`src/tmu_pkg.sv`:
```
`default_nettype none

package tmu_pkg;

    // Sizing of the mutex state.
    localparam int CORES       = 16;
    localparam int TICKET_BITS = 8;
    localparam int COUNT_BITS  = 16;

    // Fixed field widths of the request and response beats.
    localparam int ACTION_W = 3;
    localparam int CORE_W   = 4;
    localparam int TKOUT_W  = 8;
    localparam int STATUS_W = 3;
    localparam int MTYPE_W  = 2;

    // The owner register holds any valid core id plus the no-owner code.
    localparam int OWN_W = ($clog2(CORES + 1) > CORE_W) ? $clog2(CORES + 1) : CORE_W;
    // Common width used to move tickets between the counter and the 8-bit fields.
    localparam int TK_W  = (TICKET_BITS > TKOUT_W) ? TICKET_BITS : TKOUT_W;

    localparam logic [OWN_W-1:0] NO_OWNER = OWN_W'(CORES);

    typedef enum logic [ACTION_W-1:0] {
        ACT_INIT    = 3'd0,
        ACT_LOCK    = 3'd1,
        ACT_TRYLOCK = 3'd2,
        ACT_UNLOCK  = 3'd3,
        ACT_POLL    = 3'd4
    } t_action;

    typedef enum logic [STATUS_W-1:0] {
        ST_OK        = 3'd0,
        ST_BUSY      = 3'd1,
        ST_DEADLOCK  = 3'd2,
        ST_RETRY     = 3'd3,
        ST_NOT_OWNER = 3'd4,
        ST_WAITING   = 3'd5
    } t_status;

    typedef enum logic [MTYPE_W-1:0] {
        MT_NORMAL    = 2'd0,
        MT_ERRCHECK  = 2'd1,
        MT_RECURSIVE = 2'd2,
        MT_DEFAULT   = 2'd3
    } t_mtype;

    typedef struct packed {
        logic [OWN_W-1:0]       owner;
        logic [COUNT_BITS-1:0]  count;
        logic [TICKET_BITS-1:0] next_tk;
        logic [TICKET_BITS-1:0] served_tk;
    } t_state;

    typedef struct packed {
        t_status              status;
        logic [TKOUT_W-1:0]   ticket;
        logic                 granted;
    } t_result;

endpackage

`default_nettype wire

```
`src/tmu_cfg.sv`:
```
`default_nettype none

module tmu_cfg (
    input  wire logic                       i_clk,
    input  wire logic                       i_rst_n,
    input  wire logic                       psel,
    input  wire logic                       penable,
    input  wire logic                       pwrite,
    input  wire logic [2:0]                 paddr,
    input  wire logic [31:0]                pwdata,
    output logic      [31:0]                prdata,
    output logic                            pready,
    output logic      [tmu_pkg::MTYPE_W-1:0] o_mutex_type
);
    import tmu_pkg::*;

    logic [MTYPE_W-1:0] r_mutex_type;
    logic               w_wr;

    // Only the lock type register exists, in the word at byte address zero.
    assign w_wr = psel && penable && pwrite && pready && (paddr[2] == 1'b0);

    always_ff @(posedge i_clk) begin
        if (!i_rst_n) begin
            r_mutex_type <= MT_RECURSIVE;
        end else if (w_wr) begin
            r_mutex_type <= pwdata[MTYPE_W-1:0];
        end
    end

    assign pready       = 1'b1;
    assign prdata       = (paddr[2] == 1'b0) ? {{(32 - MTYPE_W){1'b0}}, r_mutex_type} : 32'd0;
    assign o_mutex_type = r_mutex_type;

endmodule

`default_nettype wire

```
`src/tmu_step.sv`:
```
`default_nettype none

module tmu_step (
    input  wire logic [tmu_pkg::ACTION_W-1:0] i_action,
    input  wire logic [tmu_pkg::CORE_W-1:0]   i_core,
    input  wire logic [tmu_pkg::TKOUT_W-1:0]  i_poll,
    input  wire logic [tmu_pkg::MTYPE_W-1:0]  i_mutex_type,
    input  wire tmu_pkg::t_state              i_state,
    output tmu_pkg::t_state                   o_state,
    output tmu_pkg::t_result                  o_result
);
    import tmu_pkg::*;

    logic [OWN_W-1:0]       w_core;
    logic                   w_core_ok;
    logic                   w_is_owner;
    logic                   w_free;
    logic                   w_recursive;
    logic                   w_cnt_max;
    logic [TK_W-1:0]        w_poll_ext;
    logic [TK_W-1:0]        w_next_ext;
    logic [TICKET_BITS-1:0] w_want;
    logic [TKOUT_W-1:0]     w_next_out;
    t_state                 n_state;
    t_result                n_result;

    assign w_core      = OWN_W'(i_core);
    assign w_core_ok   = (w_core < NO_OWNER);
    assign w_is_owner  = (i_state.owner == w_core);
    assign w_free      = (i_state.owner == NO_OWNER);
    assign w_recursive = (i_mutex_type == MT_RECURSIVE) || (i_mutex_type == MT_DEFAULT);
    assign w_cnt_max   = &i_state.count;
    assign w_poll_ext  = TK_W'(i_poll);
    assign w_next_ext  = TK_W'(i_state.next_tk);
    assign w_want      = w_poll_ext[TICKET_BITS-1:0];
    assign w_next_out  = w_next_ext[TKOUT_W-1:0];

    always_comb begin
        n_state         = i_state;
        n_result.status = ST_OK;
        n_result.ticket = '0;

        if (i_action == ACT_INIT) begin
            n_state.owner     = NO_OWNER;
            n_state.count     = '0;
            n_state.next_tk   = '0;
            n_state.served_tk = '0;
        end else if (!w_core_ok) begin
            n_result.status = ST_NOT_OWNER;
        end else begin
            case (i_action)
                ACT_LOCK, ACT_TRYLOCK: begin
                    if (w_is_owner && (i_mutex_type == MT_ERRCHECK)) begin
                        n_result.status = ST_DEADLOCK;
                    end else if (w_is_owner && w_recursive) begin
                        if (w_cnt_max) begin
                            n_result.status = ST_RETRY;
                        end else begin
                            n_state.count = i_state.count + 1'b1;
                        end
                    end else if (i_action == ACT_LOCK) begin
                        // A normal owner locking again queues behind itself.
                        n_result.ticket = w_next_out;
                        n_state.next_tk = i_state.next_tk + 1'b1;
                        if ((i_state.next_tk == i_state.served_tk) && w_free) begin
                            n_state.owner = w_core;
                        end else begin
                            n_result.status = ST_WAITING;
                        end
                    end else if ((i_state.next_tk == i_state.served_tk) && w_free) begin
                        n_result.ticket = w_next_out;
                        n_state.next_tk = i_state.next_tk + 1'b1;
                        n_state.owner   = w_core;
                    end else begin
                        n_result.status = ST_BUSY;
                    end
                end
                ACT_UNLOCK: begin
                    if (!w_is_owner) begin
                        n_result.status = ST_NOT_OWNER;
                    end else if (i_state.count != '0) begin
                        n_state.count = i_state.count - 1'b1;
                    end else begin
                        n_state.owner     = NO_OWNER;
                        n_state.served_tk = i_state.served_tk + 1'b1;
                    end
                end
                ACT_POLL: begin
                    n_result.ticket = i_poll;
                    if ((w_want == i_state.served_tk) && w_is_owner) begin
                        n_result.status = ST_OK;
                    end else if ((w_want == i_state.served_tk) && w_free &&
                                 (i_state.next_tk != i_state.served_tk)) begin
                        n_state.owner = w_core;
                    end else begin
                        n_result.status = ST_WAITING;
                    end
                end
                default: begin
                    n_result.status = ST_OK;
                end
            endcase
        end

        n_result.granted = (i_action != ACT_INIT) && w_core_ok && (n_state.owner == w_core);
    end

    assign o_state  = n_state;
    assign o_result = n_result;

endmodule

`default_nettype wire

```
`src/ticket_mutex_unit.sv`:
```
`default_nettype none

// Channel    Dir  Handshake                        Beat contents
// ---------  ---  -------------------------------  ------------------------------------
// request    in   i_s_axis_tvalid/o_s_axis_tready  action, core_id, poll_ticket
// response   out  o_m_axis_tvalid/i_m_axis_tready  status, ticket_out, granted
// config     in   psel/penable/pwrite/pready       mutex_type at byte address 0
//
// Every request beat produces exactly one response beat. A request is held in
// the input register and then moves into the result register, which drives the
// response; one request is taken per cycle while the response side accepts, and
// the single mutex state update sits between the input and result registers.
// Reset (synchronous, active low) empties both registers, frees the mutex,
// zeroes the counters and sets the lock type to recursive.
// When the response side stalls, one request still enters the input register;
// further requests wait until the result register drains.

module ticket_mutex_unit (
    input  wire logic        i_clk,
    input  wire logic        i_rst_n,
    // Request: [2:0] action, [6:3] core_id, [14:7] poll_ticket, [15] zero
    input  wire logic        i_s_axis_tvalid,
    output logic             o_s_axis_tready,
    input  wire logic [15:0] i_s_axis_tdata,
    // Response: [2:0] status, [10:3] ticket_out, [11] granted, [15:12] zero
    output logic             o_m_axis_tvalid,
    input  wire logic        i_m_axis_tready,
    output logic      [15:0] o_m_axis_tdata,
    // Configuration
    input  wire logic        psel,
    input  wire logic        penable,
    input  wire logic        pwrite,
    input  wire logic [2:0]  paddr,
    input  wire logic [31:0] pwdata,
    output logic      [31:0] prdata,
    output logic             pready
);
    import tmu_pkg::*;

    // Input register holding one accepted request.
    logic                r_in_vld;
    logic [ACTION_W-1:0] r_in_action;
    logic [CORE_W-1:0]   r_in_core;
    logic [TKOUT_W-1:0]  r_in_poll;

    // Mutex state and the result register.
    t_state              r_state;
    t_state              n_state;
    logic                r_out_vld;
    t_result             r_out;
    t_result             n_result;

    logic [MTYPE_W-1:0]  w_mutex_type;
    logic                w_in_acc;
    logic                w_adv;

    tmu_cfg u_cfg (
        .i_clk        (i_clk),
        .i_rst_n      (i_rst_n),
        .psel         (psel),
        .penable      (penable),
        .pwrite       (pwrite),
        .paddr        (paddr),
        .pwdata       (pwdata),
        .prdata       (prdata),
        .pready       (pready),
        .o_mutex_type (w_mutex_type)
    );

    // The request moves into the result register whenever that register is
    // empty or being emptied; the state is updated at the same edge, so the
    // requests see the mutex strictly in arrival order.
    assign w_adv           = r_in_vld && (!r_out_vld || i_m_axis_tready);
    assign o_s_axis_tready = !r_in_vld || w_adv;
    assign w_in_acc        = i_s_axis_tvalid && o_s_axis_tready;

    tmu_step u_step (
        .i_action     (r_in_action),
        .i_core       (r_in_core),
        .i_poll       (r_in_poll),
        .i_mutex_type (w_mutex_type),
        .i_state      (r_state),
        .o_state      (n_state),
        .o_result     (n_result)
    );

    always_ff @(posedge i_clk) begin
        if (!i_rst_n) begin
            r_in_vld <= 1'b0;
        end else if (w_in_acc) begin
            r_in_vld <= 1'b1;
        end else if (w_adv) begin
            r_in_vld <= 1'b0;
        end
    end

    always_ff @(posedge i_clk) begin
        if (w_in_acc) begin
            r_in_action <= i_s_axis_tdata[2:0];
            r_in_core   <= i_s_axis_tdata[6:3];
            r_in_poll   <= i_s_axis_tdata[14:7];
        end
    end

    always_ff @(posedge i_clk) begin
        if (!i_rst_n) begin
            r_state.owner     <= NO_OWNER;
            r_state.count     <= '0;
            r_state.next_tk   <= '0;
            r_state.served_tk <= '0;
        end else if (w_adv) begin
            r_state <= n_state;
        end
    end

    always_ff @(posedge i_clk) begin
        if (!i_rst_n) begin
            r_out_vld <= 1'b0;
        end else if (w_adv) begin
            r_out_vld <= 1'b1;
        end else if (i_m_axis_tready) begin
            r_out_vld <= 1'b0;
        end
    end

    always_ff @(posedge i_clk) begin
        if (w_adv) begin
            r_out <= n_result;
        end
    end

    assign o_m_axis_tvalid = r_out_vld;
    assign o_m_axis_tdata  = {4'd0, r_out.granted, r_out.ticket, r_out.status};

`ifndef SYNTHESIS
    // The owner register only ever holds a core id or the no-owner code.
    a_owner_range: assert property (@(posedge i_clk) disable iff (!i_rst_n)
        r_state.owner <= NO_OWNER)
        else $error("owner register out of range");

    // A free mutex never carries a recursion depth.
    a_free_no_count: assert property (@(posedge i_clk) disable iff (!i_rst_n)
        (r_state.owner == NO_OWNER) |-> (r_state.count == '0))
        else $error("recursion count left on a free mutex");

    // A not-owner answer never comes with a grant.
    a_not_owner_grant: assert property (@(posedge i_clk) disable iff (!i_rst_n)
        (r_out_vld && (r_out.status == ST_NOT_OWNER)) |-> !r_out.granted)
        else $error("grant reported with a not-owner status");

    // A request that cannot advance stays in the input register.
    a_in_hold: assert property (@(posedge i_clk) disable iff (!i_rst_n)
        (r_in_vld && !w_adv) |=> r_in_vld)
        else $error("stalled request dropped");
`endif

endmodule

`default_nettype wire

```
`config.mk`:
```
export PLATFORM = sky130hd
export DESIGN_NAME = ticket_mutex_unit
export DESIGN_NICKNAME = d
export VERILOG_FILES = /design/src/tmu_pkg.sv /design/src/tmu_cfg.sv /design/src/tmu_step.sv /design/src/ticket_mutex_unit.sv
export SDC_FILE = /design/constraint.sdc
export NUM_CORES = 1
export LEC_CHECK = 0
export BUFFER_PORTS_ARGS = -buffer_cell sky130_fd_sc_hd__buf_4
export CORE_MARGIN = 3
export CORE_UTILIZATION = 60
export CTS_BUF_LIST = sky130_fd_sc_hd__clkbuf_8
export CTS_CLUSTER_DIAMETER = 60
export CTS_CLUSTER_SIZE = 10
export DETAILED_ROUTE_END_ITERATION = 10
export GPL_ROUTABILITY_DRIVEN = 1
export GPL_TIMING_DRIVEN = 0
export PLACE_DENSITY = 0.89
export SETUP_SLACK_MARGIN = 0.05
export SKIP_CTS_REPAIR_TIMING = 1
export SYNTH_ARGS = -nofsm -noshare
export SYNTH_HDL_FRONTEND = slang
export SYNTH_SLANG_ARGS = --single-unit
export TNS_END_PERCENT = 5
```
`constraint.sdc`:
```
create_clock -name i_clk -period 3.9 [get_ports i_clk]
set_input_delay 0.78 -clock i_clk [delete_from_list [all_inputs] [get_ports i_clk]]
set_output_delay 0.78 -clock i_clk [all_outputs]
set_load 0.02 [all_outputs]
```
# Word-level counts from Yosys, hierarchy flattened
# Cells that the tools add are included.
# totals
output_inout_bits,51
regBits,68
mem_bits_ro,0
in_bits,58
ramBits,0
latchBits,0
wordCells,118
mem_count,0
# classes
eq_ne,21
bitwise_logic,2
mux,41
addsub,4
n_reduce_logical,35
multipliers,0
order_cmp,1
shift,0
div,0
# ops
cell,n
2-to-1 mux 8 bit,10
2-to-1 mux 37 bit,2
2-to-1 mux 16 bit,3
case mux 16 bit (2 select lines),1
2-to-1 mux 29 bit,1
2-to-1 mux 5 bit,5
2-to-1 mux 21 bit,1
2-to-1 mux 3 bit,7
adder 16 x 1 -> 16 bit (second input constant),1
adder 8 x 1 -> 8 bit (second input constant),2
equality test 8 bit,2
case mux 8 bit (2 select lines),1
AND reduction 16 bit,1
nonzero test 16 bit,1
subtractor 16 x 1 -> 16 bit (second input constant),1
case mux 5 bit (3 select lines),1
logical AND 1 bit,13
nonzero test 2 bit,6
2-to-1 mux 11 bit,1
equality test 5 x 4 -> 1 bit,2
!= test 3 x 1 -> 1 bit (second input constant),3
case mux 3 bit (3 select lines),1
nonzero test 3 bit,3
!= test 8 bit,1
20 further kinds,34

# Longest topological paths before layout
# depth
ltp_word,11
ltp_mapped,10
ltp_nobuf,8

# Hierarchy
# From an unflattened synthesis, not the netlist that was laid out.
# unflattened
cells_unflattened,619
hier_area_um2,5180.0
# by_module_without_submodules
module,cells_per_inst,area_per_inst_um2,seq_area_each_um2,instances
ticket_mutex_unit,202,2448.6,1591.5,1
tmu_step,373,2379.8,0.0,1
tmu_cfg,44,351.6,40.0,1

# Least setup slack after synthesis
# Ideal clock, no wire load.
# synth_timing
path_kind,register to register
start,register r_state[18] in the netlist's numbering
end,register r_state[29] in the netlist's numbering
t_arrival_ns,2.162
required_time_ns,3.825
stages_incl_launch_ff,8
period_less_slack_ns,2.237
n_path_buf,1
setup_slack_ns,1.663
setup_ns,0.075
path_cell_list,dfxtp_1 > buf_6 > or4_4 > nor4_4 > nand2_2 > o41a_1 > or4_1 > o22ai_1
# synth_between
elab_chain_len,7
word_cells_on_any_way,15
cone_classes,add/sub (2); eq/ne (2); mux (8); reduce/logical (3)
# synth_lines
item,line,text
"start, declared",ticket_mutex_unit.sv:47,t_state r_state;
"start signal, assigned",ticket_mutex_unit.sv:112,r_state <= n_state;
adder 16 x 1 -> 16 bit,tmu_step.sv:59,n_state.count = i_state.count + 1'b1;
2-to-1 mux 16 bit,tmu_step.sv:56,if (w_cnt_max) begin
2-to-1 mux 16 bit,tmu_step.sv:55,end else if (w_is_owner && w_recursive) begin
2-to-1 mux 29 bit,tmu_step.sv:53,if (w_is_owner && (i_mutex_type == MT_ERRCHECK)) begin
case mux 16 bit (2 select lines),tmu_step.sv:51,case (i_action)
2-to-1 mux 37 bit,tmu_step.sv:48,end else if (!w_core_ok) begin
2-to-1 mux 37 bit,tmu_step.sv:43,if (i_action == ACT_INIT) begin
# Parallel ways exist; a longest one is shown, timed or not. The select of a mux whose other input is x is not followed.
# A chain may end at the register's enable or synchronous reset.

# Final worst setup path
# layout_timing
start,register r_in_core[3]
end,register r_state[7] in the netlist's numbering
# layout_between
elab_chain_len,3
word_cells_on_any_way,5
cone_classes,order compare (1); eq/ne (1); reduce/logical (3)
# layout_lines
item,line,text
"start, declared",ticket_mutex_unit.sv:43,logic [CORE_W-1:0] r_in_core;
"start signal, assigned",ticket_mutex_unit.sv:100,r_in_core <= i_s_axis_tdata[6:3];
< comparator 4 x 5 -> 1 bit / equality test 5 x 4 -> 1 bit (equally long branches),"tmu_step.sv:28, tmu_step.sv:29",
nonzero test 2 bit (no line),n/a,
AND reduction 5 bit (no line) (*),n/a,
# Mark *: on every way between the ends. The rest lies on a longest branch, timed or not.

==> metrics.cfg <==
[setup_path]
cp_common_cell = nor2_1
crit_path_end_kind = register
required_ns = 4.14
cp_max_fo = 10
cpPeakStageDelay_ns = 0.87
path_class = register to register
startpoint_type = register
slowest_stage = o41ai_2
arrival_ns = 3.32
cp_cell_sequence = xnor2_1 > nand4_1 > o41ai_2 > nor2_1 > o21ai_2 > buf_2 > nor2_1

[detailed_routing]
routed_via_density = 6.09
dr.pass1.iters = 5
num_vias = 3943
drc_errors = 0
drtIter0Drc = 376
routed_wl_mm = 11.3
final_antenna_net_count = 0
avgRoutedWirePerCell_um = 17.4

[logic_synthesis]
ys.flop_type = dfxtp_1
ys_seq_area_share_pct = 38.4
postSynthAreaPerCell_um2 = 9.21
syn_area_um2 = 4250
synth_enable_flop_cells = 27
ys_types = 72
yosys_warnings = 0
synth-seq-cells = 68
syn_inst = 462
async_flop_share_pct = 0

[timing]
finalCritPeriodShare_pct = 78.9
hold_violations = 0
setup-violations-final = 0
slew_violations = 0
fin_skew_ns = 0.00771
layout_min_cycle_time_ns = 3.08
relSlewSlack_pct = 38.7
fin_tns_setup_ns = 0
fmax_mhz = 325
rsz0062_at_grt = false
worst-slew-pin-transition_ns = 0.910

[finish]
n_fill_cell = 514
drive_gt1_share_pct = 23.2
final_net_count = 608
layout_common_cells = buf_4, dfxtp_1, nor2_1, conb_1, edfxtp_1
area_growth_pct = 19.0
mostFrequentLayoutCell = buf_4
final_cell_count_no_fill = 647
antennaDiodeCount = 0

[floorplan]
row_count = 30
initial_core_util_pct = 62.3
ios = 109
core-area_um2 = 6830
dieWidth_um = 90.2
die-area_um2 = 8140
die-height_um = 90.2

[clock_tree]
path_clk_slew_ns = 0.08
cts_buffers = 9
cts_tree = done
clockBufferDepth = 2
cts_sinks = 68
cts_max_level = 3
insertion_delay_ns = 0.36
root_buffer = clkbuf_8

[pwr]
ir_drop_mv = 0.270
p_leak_nw = 1.99
p_per_area_nw_per_um2 = 360
total_power_mw = 1.82

[placement]
place_congestion = 0.943
hpwl_mm = 7.80
io_buffers = 40
place_inst = 631

[grt]
grt_usage_pct = 27.4
grt_pass1_wl_mm = 18.0
grt_max_degree = 16
grt_pass1_vias = 3712
gr-total-overflow = 0
antenna_found_initial = 0

[run]
maxCapViolCount = 0

[outcome]
status = complete, no violations

[worst_hold_path]
hold_class = register to register

cell usage after synthesis, types with 5 or more instances:
| master | instances | share of area, % |
|---|---|---|
| o211ai_1 | 5 | 0.88 |
| nand3_1 | 14 | 1.6 |
| clkbuf_1 | 12 | 1.1 |
| nand4_1 | 18 | 2.6 |
| or3_1 | 5 | 0.74 |
| nor2_1 | 39 | 3.4 |
| and2_1 | 7 | 1.0 |
| nand2b_1 | 6 | 0.88 |
| inv_1 | 11 | 0.97 |
| a21oi_1 | 19 | 2.2 |
| xor2_1 | 14 | 2.9 |
| nor4_1 | 12 | 1.8 |
| clkbuf_8 | 7 | 2.3 |
| a22oi_1 | 8 | 1.4 |
| edfxtp_1 | 27 | 19 |
| o21ai_0 | 15 | 1.8 |
| nor3_1 | 20 | 2.4 |
| or4_1 | 8 | 1.4 |
| dfxtp_1 | 41 | 19 |
| xnor2_1 | 20 | 4.1 |
| nand2_1 | 25 | 2.2 |
| buf_4 | 35 | 6.2 |
report_power, final:
part | switching [mW] | internal [mW] | leakage, nW
sequential | 0.0193 | 0.763 | 0.590
clock | 0.289 | 0.489 | 0.135
combinational | 0.156 | 0.105 | 1.26
per-layer routing:
metal  track usage (%)  part of all wire, %  up-vias
li1                  -                    -     1815
met1              33.2                   39     1812
met2              44.0                   47      259
met3              5.86                  9.3       57
met4              17.6                  4.6        0
met5                 0                    0        -
state kept, by name, summed over array words and instances, names as in the netlist:
register,cells
u_cfg.o_mutex_type,2
o_m_axis_tvalid,1
o_m_axis_tdata,12
r_in_action,3
r_in_vld,1
r_in_poll,8
r_in_core,4
r_state,37
final timing paths:
check                                         startpoint                        to  slack, ns  cells past startpoint
worst min register to register  r_state[31]$_SDFFE_PN0P_  r_state[31]$_SDFFE_PN0P_       0.54                      2
worst min-delay path            r_state[31]$_SDFFE_PN0P_  r_state[31]$_SDFFE_PN0P_       0.54                      2
worst max register to register    r_in_core[3]$_DFFE_PP_   r_state[7]$_SDFFE_PN0P_       0.82                      7
worst max-delay path              r_in_core[3]$_DFFE_PP_   r_state[7]$_SDFFE_PN0P_       0.82                      7
critical path, delay by kind of cell, from the launching register on:
family / cells / cell delay (ns)
AND/OR/NAND/NOR: 3 / 0.68
flip-flops: 1 / 0.44
XOR/XNOR: 1 / 0.18
AO/OA/AOI/OAI: 2 / 1.33
buffers and inverters: 1 / 0.32
per-stage QoR:
stage                     setup slack (ns)  hold slack, ns  area (um^2)  utilization (%)
final                                0.822           0.542         5060             74.1
after global routing                 0.590           0.572         5060             74.1
after CTS                            0.942           0.538         5060             74.1
after detailed placement             0.969           0.524         4800             70.2
after global placement                1.01           0.504         4800             70.2
after floorplan                       1.66           0.480         4380                -
kinds of logic after synthesis:
kind of cell | after synthesis | share of synthesized area (%)
AO/OA/AOI/OAI | 93 | 16.1
XOR/XNOR | 34 | 7.00
adder cells (fa/ha/maj) | 4 | 1.18
buffers and inverters | 72 | 11.7
flip-flops | 68 | 38.4
multiplexers | 4 | 0.941
other | 2 | 0.177
AND/OR/NAND/NOR | 185 | 24.6
area by class of cell:
cell class	count	area (um^2)	area share, %
plain buffers	61	458	9.04
repair buffers	40	300	5.93
flip-flops and latches	68	1630	32.2
multi-input cells	355	2250	44.4
clock inverters	7	141	2.79
inverters	11	41.3	0.815
well taps	96	120	2.37
clock buffers	9	124	2.45
(Power assumes the default switching activity.)
